`config.mk`:
```
export PLATFORM = sky130hd
export DESIGN_NAME = elementary_automaton_cell_query_unit
export DESIGN_NICKNAME = d
export VERILOG_FILES = /design/src/hw/rtl/eacq_pkg.sv /design/src/hw/rtl/eacq_ram.sv /design/src/hw/rtl/eacq_ctrl.sv /design/src/hw/rtl/eacq_dp.sv /design/src/hw/rtl/elementary_automaton_cell_query_unit.sv
export SDC_FILE = /design/constraint.sdc
export NUM_CORES = 2
export LEC_CHECK = 0
export BUFFER_PORTS_ARGS = -buffer_cell sky130_fd_sc_hd__buf_4
export CORE_ASPECT_RATIO = 0.8
export CORE_MARGIN = 10
export CORE_UTILIZATION = 50
export CTS_CLUSTER_SIZE = 25
export DETAILED_ROUTE_END_ITERATION = 7
export PLACE_DENSITY = 0.7
export SLEW_MARGIN = 15
export SYNTH_ARGS = -nofsm -noshare
export SYNTH_HDL_FRONTEND = slang
export SYNTH_SLANG_ARGS = --single-unit
```
`constraint.sdc`:
```
create_clock -name clk -period 9.4 [get_ports clk]
set_clock_uncertainty 0.2 [all_clocks]
set_input_delay 0.94 -clock clk [delete_from_list [all_inputs] [get_ports clk]]
set_output_delay 0.94 -clock clk [all_outputs]
set_load 0.01 [all_outputs]
```
`src/hw/rtl/eacq_pkg.sv`:
```
// eacq_pkg: shared constants, types and rule helpers for the automaton cell query unit
// no dependencies; imported by eacq_ctrl, eacq_dp and the top level

package eacq_pkg;

  localparam int MAX_ROWS   = 32;
  localparam int ROW_W      = 63;
  localparam int CENTER     = 31;
  localparam int ROW_ADDR_W = $clog2(MAX_ROWS);
  localparam int ROWS_CNT_W = $clog2(MAX_ROWS + 1);

  localparam int COL_W      = 7;
  localparam int GEN_W      = 6;
  localparam int RULE_W     = 8;
  localparam int IN_TDATA_W = 16;
  localparam int OUT_TDATA_W = 8;

  localparam logic [RULE_W-1:0] RULE_RESET = 8'd30;
  localparam logic [ROW_W-1:0]  SEED_ROW   = {{(ROW_W-1){1'b0}}, 1'b1} << CENTER;
  localparam logic [COL_W-1:0]  CENTER_OFS = COL_W'(CENTER);

  typedef struct packed {
    logic capture;
    logic cfg_write;
    logic build;
    logic rd;
    logic take_direct;
    logic take_ram;
    logic load_out;
  } cmd_t;

  typedef struct packed {
    logic direct;
    logic need_build;
    logic out_free;
  } stat_t;

  // background of the row after one with background bg
  function automatic logic next_bg(input logic bg, input logic [RULE_W-1:0] rule);
    next_bg = bg ? rule[7] : rule[0];
  endfunction

  // background of generation gen, closed form of the background recurrence
  function automatic logic bg_of(input logic [RULE_W-1:0] rule, input logic [GEN_W-1:0] gen);
    if (gen == '0) begin
      bg_of = 1'b0;
    end else if (!rule[0]) begin
      bg_of = 1'b0;
    end else if (rule[7]) begin
      bg_of = 1'b1;
    end else begin
      bg_of = gen[0];
    end
  endfunction

  // one generation step over the whole stored row, edges see the background
  function automatic logic [ROW_W-1:0] next_row(input logic [ROW_W-1:0] prev, input logic bg,
                                                input logic [RULE_W-1:0] rule);
    logic [ROW_W+1:0] ext;
    logic [ROW_W-1:0] res;
    ext = {bg, prev, bg};
    for (int p = 0; p < ROW_W; p++) begin
      res[p] = rule[{ext[p], ext[p+1], ext[p+2]}];
    end
    next_row = res;
  endfunction

endpackage

```
`src/hw/rtl/eacq_ram.sv`:
```
// eacq_ram: generic simple dual-port ram, one write port, one registered read port
// no dependencies

module eacq_ram #(
  parameter int WIDTH = 8,
  parameter int DEPTH = 16
) (
  input  logic                     clk,
  input  logic                     we,
  input  logic [$clog2(DEPTH)-1:0] waddr,
  input  logic [WIDTH-1:0]         wdata,
  input  logic                     re,
  input  logic [$clog2(DEPTH)-1:0] raddr,
  output logic [WIDTH-1:0]         rdata
);

  logic [WIDTH-1:0] mem [DEPTH];

  always_ff @(posedge clk) begin
    if (we) begin
      mem[waddr] <= wdata;
    end
    if (re) begin
      rdata <= mem[raddr];
    end
  end

endmodule

```
`src/hw/rtl/eacq_ctrl.sv`:
```
// eacq_ctrl: sequencer for the automaton cell query unit
// depends on eacq_pkg; drives the datapath through cmd_t, watches stat_t

module eacq_ctrl (
  input  logic           clk,
  input  logic           rst,
  input  logic           s_valid,
  output logic           s_ready,
  input  logic           cfg_valid,
  output logic           cfg_ready,
  input  eacq_pkg::stat_t status,
  output eacq_pkg::cmd_t  cmd
);

  import eacq_pkg::*;

  typedef enum logic [3:0] {
    ST_IDLE  = 4'b0001,
    ST_CHECK = 4'b0010,
    ST_RDATA = 4'b0100,
    ST_DONE  = 4'b1000
  } state_t;

  state_t state, state_next;

  always_ff @(posedge clk) begin
    if (rst) begin
      state <= ST_IDLE;
    end else begin
      state <= state_next;
    end
  end

  assign s_ready   = (state == ST_IDLE);
  assign cfg_ready = (state == ST_IDLE);

  always_comb begin
    cmd        = '0;
    state_next = state;
    unique case (state)
      ST_IDLE: begin
        cmd.cfg_write = cfg_valid;
        cmd.capture   = s_valid;
        if (s_valid) begin
          state_next = ST_CHECK;
        end
      end
      ST_CHECK: begin
        if (status.direct) begin
          cmd.take_direct = 1'b1;
          state_next      = ST_DONE;
        end else if (status.need_build) begin
          cmd.build = 1'b1;
        end else begin
          cmd.rd     = 1'b1;
          state_next = ST_RDATA;
        end
      end
      ST_RDATA: begin
        cmd.take_ram = 1'b1;
        state_next   = ST_DONE;
      end
      ST_DONE: begin
        if (status.out_free) begin
          cmd.load_out = 1'b1;
          state_next   = ST_IDLE;
        end
      end
      default: begin
        state_next = ST_IDLE;
      end
    endcase
  end

endmodule

```
`src/hw/rtl/eacq_dp.sv`:
```
// eacq_dp: datapath of the automaton cell query unit: rule, row builder, row store, output
// depends on eacq_pkg and eacq_ram

module eacq_dp (
  input  logic                                  clk,
  input  logic                                  rst,
  input  eacq_pkg::cmd_t                        cmd,
  output eacq_pkg::stat_t                       status,
  input  logic [eacq_pkg::IN_TDATA_W-1:0]       in_data,
  input  logic [eacq_pkg::RULE_W-1:0]           cfg_data,
  output logic                                  out_valid,
  input  logic                                  out_ready,
  output logic [eacq_pkg::OUT_TDATA_W-1:0]      out_data
);

  import eacq_pkg::*;

  logic [RULE_W-1:0]     rule;
  logic [ROW_W-1:0]      prev_row;
  logic                  last_bg;
  logic [ROWS_CNT_W-1:0] rows_built;
  logic [COL_W-1:0]      q_col;
  logic [GEN_W-1:0]      q_gen;
  logic                  res;
  logic                  out_bit;

  logic [ROW_W-1:0]      new_row;
  logic [ROW_W-1:0]      rd_row;
  logic [COL_W-1:0]      abs_col;
  logic [COL_W-1:0]      bit_idx;
  logic                  gen_neg;
  logic                  outside;
  logic                  too_big;
  logic                  direct_val;

  assign new_row = next_row(prev_row, last_bg, rule);

  // rule register and build state, a rule write restarts from the seed row
  always_ff @(posedge clk) begin
    if (rst) begin
      rule       <= RULE_RESET;
      prev_row   <= SEED_ROW;
      last_bg    <= 1'b0;
      rows_built <= ROWS_CNT_W'(1);
    end else if (cmd.cfg_write) begin
      rule       <= cfg_data;
      prev_row   <= SEED_ROW;
      last_bg    <= 1'b0;
      rows_built <= ROWS_CNT_W'(1);
    end else if (cmd.build) begin
      prev_row   <= new_row;
      last_bg    <= next_bg(last_bg, rule);
      rows_built <= rows_built + ROWS_CNT_W'(1);
    end
  end

  always_ff @(posedge clk) begin
    if (cmd.capture) begin
      q_col <= in_data[COL_W-1:0];
      q_gen <= in_data[COL_W +: GEN_W];
    end
  end

  // row 0 never goes to the store, queries on it are answered directly
  eacq_ram #(
    .WIDTH(ROW_W),
    .DEPTH(MAX_ROWS)
  ) u_rows (
    .clk  (clk),
    .we   (cmd.build),
    .waddr(rows_built[ROW_ADDR_W-1:0]),
    .wdata(new_row),
    .re   (cmd.rd),
    .raddr(q_gen[ROW_ADDR_W-1:0]),
    .rdata(rd_row)
  );

  always_comb begin
    gen_neg = q_gen[GEN_W-1];
    abs_col = q_col[COL_W-1] ? (~q_col + COL_W'(1)) : q_col;
    outside = abs_col > COL_W'(q_gen);
    too_big = 32'(q_gen) >= 32'(MAX_ROWS);
    bit_idx = q_col + CENTER_OFS;
    if (gen_neg) begin
      direct_val = 1'b0;
    end else if (outside) begin
      direct_val = bg_of(rule, q_gen);
    end else if (too_big) begin
      direct_val = 1'b0;
    end else begin
      direct_val = 1'b1;
    end
    status.direct     = gen_neg || outside || too_big || (q_gen == '0);
    status.need_build = 32'(rows_built) <= 32'(q_gen);
    status.out_free   = !out_valid || out_ready;
  end

  always_ff @(posedge clk) begin
    if (cmd.take_direct) begin
      res <= direct_val;
    end else if (cmd.take_ram) begin
      res <= rd_row[bit_idx[5:0]];
    end
  end

  // output register, decouples the result from the next request
  always_ff @(posedge clk) begin
    if (rst) begin
      out_valid <= 1'b0;
    end else if (cmd.load_out) begin
      out_valid <= 1'b1;
    end else if (out_ready) begin
      out_valid <= 1'b0;
    end
  end

  always_ff @(posedge clk) begin
    if (cmd.load_out) begin
      out_bit <= res;
    end
  end

  assign out_data = {{(OUT_TDATA_W-1){1'b0}}, out_bit};

`ifndef SYNTH
  a_rows_range: assert property (@(posedge clk) disable iff (rst)
    (rows_built != '0) && (32'(rows_built) <= 32'(MAX_ROWS)))
    else $error("rows_built out of range");

  a_build_step: assert property (@(posedge clk) disable iff (rst)
    cmd.build |=> (rows_built == $past(rows_built) + ROWS_CNT_W'(1)))
    else $error("row build did not advance rows_built");

  a_build_needed: assert property (@(posedge clk) disable iff (rst)
    cmd.build |-> (!status.direct && status.need_build))
    else $error("row built without need");

  a_no_overwrite: assert property (@(posedge clk) disable iff (rst)
    cmd.load_out |-> (!out_valid || out_ready))
    else $error("result overwrote an untaken result");
`endif

endmodule

```
`src/hw/rtl/elementary_automaton_cell_query_unit.sv`:
```
// elementary_automaton_cell_query_unit: top level of the automaton cell query unit
// depends on eacq_pkg, eacq_ctrl, eacq_dp (which holds eacq_ram)
//
// usage:
// - s_axis carries one request: column (7 bit signed) and generation (6 bit signed)
// - m_axis returns the queried cell value, one result per request, in order
// - cfg carries a new rule number; writing it drops all built rows back to the
//   seed row; write it only while no request is in flight
// - rows are built on demand, one full 63-cell row per cycle by the rule stepper,
//   and written into a 32-row store with a registered read port
// - negative generations, cells outside the light cone and generation 0 are answered
//   directly; any other request first builds the k rows still missing (0 to 31)
//   by the row stepper loop, then reads its row from the store
// - a new request is taken once the previous one has moved its result into the
//   output register, so no new request is taken while one is being processed
// - a finished result waits in the output register while m_axis_tready is low;
//   the next request is still taken and processed meanwhile, stalling only when
//   its own result is ready and the register is still full
// - reset: rule 30, only the seed row built, no result pending; no clearing pass

module elementary_automaton_cell_query_unit (
  input  logic                                 clk,
  input  logic                                 rst,
  // request: [6:0] column, [12:7] generation, [15:13] zero
  input  logic                                 s_axis_tvalid,
  output logic                                 s_axis_tready,
  input  logic [eacq_pkg::IN_TDATA_W-1:0]      s_axis_tdata,
  // result: [0] cell_value, [7:1] zero
  output logic                                 m_axis_tvalid,
  input  logic                                 m_axis_tready,
  output logic [eacq_pkg::OUT_TDATA_W-1:0]     m_axis_tdata,
  // rule number write
  input  logic                                 cfg_valid,
  output logic                                 cfg_ready,
  input  logic [eacq_pkg::RULE_W-1:0]          cfg_data
);

  import eacq_pkg::*;

  cmd_t  cmd;
  stat_t status;

  // sequencer: decides direct answer, row builds, store read and output load
  eacq_ctrl u_ctrl (
    .clk      (clk),
    .rst      (rst),
    .s_valid  (s_axis_tvalid),
    .s_ready  (s_axis_tready),
    .cfg_valid(cfg_valid),
    .cfg_ready(cfg_ready),
    .status   (status),
    .cmd      (cmd)
  );

  // datapath: rule register, row stepper, row store and output register
  eacq_dp u_dp (
    .clk      (clk),
    .rst      (rst),
    .cmd      (cmd),
    .status   (status),
    .in_data  (s_axis_tdata),
    .cfg_data (cfg_data),
    .out_valid(m_axis_tvalid),
    .out_ready(m_axis_tready),
    .out_data (m_axis_tdata)
  );

endmodule
```
# Word level (Yosys, flattened, before mapping)
# Memories as Yosys holds them, arrays and structs flattened. A register that Yosys moved wholly into a read port is not among the register bits.
# Cells that the tools add are included.
classes:
  addsub: 3
  mul: 0
  div: 0
  magnitude_cmp: 67
  n_eq_ne: 7
  shifts: 0
  mux: 156
  n_bitwise: 1
  reduce_logical: 10
op_table:
  columns: ["cell", "count"]
  rows:
  - ["$lt 3x4->1 const B", 63]
  - ["$bmux 1 s3", 63]
  - ["$mux 1", 83]
  - ["$mux 4", 4]
  - ["$pmux 4 s4", 1]
  - ["$add 7x1->7 const B", 1]
  - ["$gt 7x6->1", 1]
  - ["$lt 6x7->1 const B", 1]
  - ["$mux 7", 1]
  - ["$not 7->7", 1]
  - ["$add 6x1->6 const B", 1]
  - ["$add 6x5->6 const B", 1]
  - ["$bmux 1 s6", 1]
  - ["$ge 6x6->1 const B", 1]
  - ["$le 6x6->1", 1]
  - ["$logic_not 6->1", 1]
  - ["$eq 4x1->1 const B", 1]
  - ["$eq 4x2->1 const B", 1]
  - ["$eq 4x3->1 const B", 1]
  - ["$eq 4x4->1 const B", 1]
  - ["$logic_or 1x1->1", 4]
  - ["$mux 2", 2]
  - ["$ne 2x2->1 const B", 2]
  - ["$reduce_bool 2->1", 2]
  - ["other kinds (5)", 5]
word_totals:
  reg_bits: 98
  latchBits: 0
  ramBits: 2016
  mem_bits_ro: 0
  in_bits: 29
  out_inout_bits: 11
  wordCells: 255
  mem_count: 1
mem_list:
  columns: ["memory", "words", "width", "read_ports", "rd_ports_with_merged_regs", "write_ports", "line", "source"]
  rows:
  - ["u_dp.u_rows.mem", 32, 63, 1, 1, 1, "eacq_ram.sv:17", "logic [WIDTH-1:0] mem [DEPTH];"]

# Logic depth before layout (Yosys ltp)
depth:
  word_depth: 11
  depth_mapped: 17
  ltp_nobuf: 13

# By module
# From an unflattened synthesis, not the netlist that was laid out.
hier_totals:
  cells_unflattened: 3882
  hier_area_um2: 87156.1
by_module_without_submodules:
  columns: ["mod", "n_inst", "cells_each", "area_per_inst_um2", "seq_area_each_um2"]
  rows:
  - ["eacq_ram", 1, 3055, 78434.0, 62429.9]
  - ["eacq_dp", 1, 789, 8384.3, 2031.9]
  - ["eacq_ctrl", 1, 38, 337.8, 80.1]

# Worst setup path before layout
# OpenSTA, ideal clock, no wires.
synth_path:
  kind: "reg-to-reg"
  start: "register u_dp.q_col[0]"
  end: "memory u_dp.u_rows.mem[14][0] (netlist name), enable pin"
  setup_time_ns: 0.485
  arrival_ns: 5.831
  required_time_ns: 8.715
  slack_ns: 2.884
  stages_incl_launch_ff: 17
  n_path_buf: 4
  synth_period_minus_slack_ns: 6.516
  cell_sequence: "edfxtp_1 -> buf_4 -> buf_2 -> inv_1 -> ha_1 -> clkbuf_1 -> nand2_1 -> o21ai_0 -> ha_1 -> nor2b_1 -> o21ai_1 -> a21oi_1 -> o21ai_1 -> and4_1 -> buf_2 -> nand2_1 -> nor2_1"
synth_between:
  elab_chain_cells: 11
synth_lines:
  columns: ["element", "line", "source"]
  rows:
  - ["start, declared", "eacq_dp.sv:22", "logic [COL_W-1:0] q_col;"]
  - ["start signal, assigned", "eacq_dp.sv:59", "q_col <= in_data[COL_W-1:0];"]
  - ["$not 7->7", "eacq_dp.sv:80", "abs_col = q_col[COL_W-1] ? (~q_col + COL_W'(1)) : q_col;"]
  - ["$add 7x1->7", "eacq_dp.sv:80", null]
  - ["$mux 7 (*)", "eacq_dp.sv:80", null]
  - ["$gt 7x6->1 (*)", "eacq_dp.sv:81", "outside = abs_col > COL_W'(q_gen);"]
  - ["$logic_or 1x1->1 (*) (3 in series)", "eacq_dp.sv:93", "status.direct = gen_neg || outside || too_big || (q_gen == '0);"]
  - ["$mux 2 (*)", "eacq_ctrl.sv:49", "if (status.direct) begin"]
  - ["$mux 3 (*)", "eacq_ctrl.sv:40", "unique case (state)"]
  - ["$mux 1 (*)", "eacq_ram.sv:20", "if (we) begin"]
  - ["$mux 1 (implied by the code) (*)", "eacq_ram.sv:21", "mem[waddr] <= wdata;"]
  - ["end, declared", "eacq_ram.sv:17", null]
# Every way passes the cells marked *; elsewhere a longest branch is shown, timed or not.

# Worst setup path in the final report
layout_path:
  start: "register u_dp.q_col[0]"
  end: "memory u_dp.u_rows.mem[1][31] (netlist name), enable pin"
# The elaborated chain is that of the path after synthesis.

==> results.md <==
- Status: finished clean
- Synth Instances: 3921
- Final WS setup: around 2.3 ns
- Largest stage delay, worst path: roughly 1.2 ns
- Port bufs: 29
- Routability congestion estimate: ~0.8
- R2R setup slack: between 2 and 2.5 ns
- Vias in the first global route: approximately 41000
- Routed Antenna Nets: 0
- Die Footprint: about 0.19 mm2
- Peak VDD IR: ~210 uV
- Fmax: between 0.1 and 0.15 GHz
- Clock slew at reported path FFs: ~0.060 ns
- Drt total wl: 206000 um
- Multiplexer area fraction after synthesis: approximately a fifth
- CTS Buf Count: around 200
- Ys async rst share: 0%
- Max-cap violations: 0
- Cts hold-fix bufs: 0
- Final setup viols: 0
- Skew-Pair Late Insertion Delay: around 0.85 ns
- Num ports: 40
- Drt wl/cell: about 32 um
- Largest area contributor in the netlist: edfxtp_1
- CTS H-tree depth: 4
- Dpl ws: around 2.4 ns
- Dpl hpwl: 111000 um
- # Post-CTS Setup Buffers: 0
- Largest family of logic cells by synthesized area: multiplexers
- Via count: between 40000 and 50000
- Xor and xnor area share after synthesis: 0.109%
- R2R depth: 14
- WP data arrival: ~7.4 ns
- Worst hold start: s_axis_tdata[7]
- Setup Crit Path Kind: reg -> reg
- DRT iter0 DRCs: about 5700
- Aggregate global routing overflow: 0
- Crit-path slowest cell: ha_1
- Slew @ Worst Pin: between 1 and 1.5 ns
- CTS tree: built
- Final Critical Period: about 7.1 ns
- Hold endpoint: u_dp.q_gen[0]$_DFFE_PP_
- Relative slew slack: between 10% and 20%
- Row cnt: 136
- Synthesized area per cell: roughly 22 um2
- Total track usage: around 22%
- Clk buf depth: 3
- Drt pass-1 iters: 6
- Syn. warnings: 0
- Commonest cells after routing, fill and taps aside: edfxtp_1, mux4_2, nand2_1
- CP Cell Sequence: buf_4 > inv_1 > ha_1 > nand2_1 > o21ai_0 > ha_1 > nor2b_1 > o21ai_1 > a21oi_1 > o21ai_1 > and4_4 > nand2_1 > nor2_4 > buf_4
- Power per cell area: roughly 220 mW/mm2
- Worst Hold Class: in -> reg
- Flops & latches, synth: 2177
- Max-slew violations: 0
- Element type at the critical path end: flip-flop
- Crit share post-route: 75.5%
- Post-Synth Adder-Cell Area: 0.259%
- Synth Cell Area: 0.0869 mm2
- Nets: 3990
- Post-synth top area share: 72.4%
- Area of the core: between 0.15 and 0.2 mm2
- # DRC: 0
- Post-synthesis sequential area ratio: approximately 74%
- Cell variety after synth: 47
- Root buffer cell: clkbuf_16
- Area Overhead vs Synth: 10.8%
- Crit path launch type: flip-flop
- Setup TNS: 0 ns
- Hold depth: 1
- Initial Util: between 50% and 60%
- Chip width: 486 um
- Synth area leaders: edfxtp_1, mux4_2, dfxtp_1
- Area share of and/or/nand/nor cells after synthesis: ~2.5%
- Synth Flop Type: edfxtp_1
- CTS sink cnt: about 2200
- Gates resized, CTS repair: 0
- Share of layout cells above drive strength 1: 31.5%
- Number of flops mapped to enable cells by yosys: roughly 2100
- Compound-cell area share of the yosys netlist: less than 1%
- Most common cell after layout, fill and taps aside: edfxtp_1
- FF-to-FF Start: u_dp.q_col[0]$_DFFE_PP_
- Die Height: just under 400 um
- Antenna violations before repair: 6
- Leakage: 30.3 nW
- Pin count of the biggest net entering global routing: around 150
- Data required, critical path: 9.66 ns
- Worst-path fanout max: 75
- Tot Pwr: 0.0208 W
- RSZ-0062 raised after global routing: false
- Fin. Hold Viols: 0
- Capture point of the worst reg-to-reg path: u_dp.u_rows.mem[1][31]$_DFFE_PP_
- Via density: 6.45
- First-pass GRT wire length: roughly 300000 um
how the worst max path moves through the flow:
stage / start / endpoint / slack [ns] / cells past startpoint
after floorplan: u_dp.q_col[0]$_DFFE_PP_ / u_dp.u_rows.mem[14][0]$_DFFE_PP_ / 2.88 / 16
after global placement: u_dp.q_col[0]$_DFFE_PP_ / u_dp.u_rows.mem[26][5]$_DFFE_PP_ / 2.12 / 14
after detailed placement: u_dp.q_col[0]$_DFFE_PP_ / u_dp.u_rows.mem[1][59]$_DFFE_PP_ / 2.41 / 14
after CTS: u_dp.q_col[0]$_DFFE_PP_ / u_dp.u_rows.mem[1][31]$_DFFE_PP_ / 2.40 / 14
after global routing: u_dp.q_col[0]$_DFFE_PP_ / u_dp.u_rows.mem[2][37]$_DFFE_PP_ / 1.93 / 14
final: u_dp.q_col[0]$_DFFE_PP_ / u_dp.u_rows.mem[1][31]$_DFFE_PP_ / 2.30 / 14
power breakdown:
part	internal, W	switching (W)
sequential	0.0109	0.0000320
combinational	0.000759	0.00116
clock	0.00451	0.00350
total	0.0161	0.00469
logic make-up (layout without fill, tap and decap cells):
| group | after synthesis | count (layout) |
|---|---|---|
| other | 1 | 9 |
| XOR/XNOR | 10 | 10 |
| multiplexers | 844 | 844 |
| AO/OA/AOI/OAI | 43 | 43 |
| flip-flops | 2177 | 2177 |
| AND/OR/NAND/NOR | 503 | 503 |
| buffers and inverters | 325 | 501 |
| adder cells (fa/ha/maj) | 18 | 18 |
stage by stage:
step | util (%) | cell area (um2) | cells | hold WS, ns
3_5_place_dp | 52.2 | 89900 | 6019 | 0.211
5_1_grt | 55.9 | 96200 | 6381 | 0.0595
6_report | 55.9 | 96300 | 6382 | 0.0825
2_1_floorplan | - | 86900 | 3927 | 0.200
3_3_place_gp | 52.1 | 89800 | 6017 | 0.207
4_1_cts | 55.9 | 96200 | 6379 | 0.0220
registers in the layout, summed over array words and instances (netlist names):
signal	count
u_dp.prev_row	63
u_ctrl.state	4
u_dp.q_col	7
u_dp.last_bg	1
u_dp.out_valid	1
u_dp.out_bit	1
u_dp.q_gen	6
u_dp.u_rows.mem	2016
u_dp.res	1
u_dp.u_rows.rdata	63
u_dp.rows_built	6
u_dp.rule	8
critical path, delay by kind of cell (launching register included):
family,cells,cell delay (ns)
adders and majority gates,2,1.44
AOI/OAI and AO/OA,4,0.67
buffers and inverters,3,1.23
DFF,1,0.32
and+or+nand+nor,5,2.82
Yosys cell counts, types with 6 or more instances:
master,count
clkbuf_1,184
nor2_1,163
mux4_2,773
xnor2_1,9
o21ai_1,6
dfxtp_1,83
nor3_1,65
mux2_2,65
mux2i_1,6
buf_2,59
buf_1,37
nand3_1,13
inv_1,13
nor2b_1,6
nand3b_1,9
buf_4,26
o21ai_0,6
edfxtp_1,2094
nand2_1,222
ha_1,18
a21oi_1,15
cell type report:
class / count / area [um2]
Antenna cell: 2 / 5.00
Clock buffer: 239 / 5190
Clock inverter: 121 / 1180
Fill cell: 12300 / 76000
Inverter: 15 / 68.8
Multi-Input combinational cell: 1425 / 21200
Sequential cell: 2177 / 64600
Tap cell: 2277 / 2850
Timing Repair Buffer: 126 / 1200
metal layers:
metal	vias to the layer above	track usage, %	part of all wire [%]
met2	2194	32.5	46
met5	-	0	0
li1	16400	-	-
met1	22200	31.1	40
met3	342	5.10	10
met4	0	7.56	3.4
(Power assumes the default switching activity.)
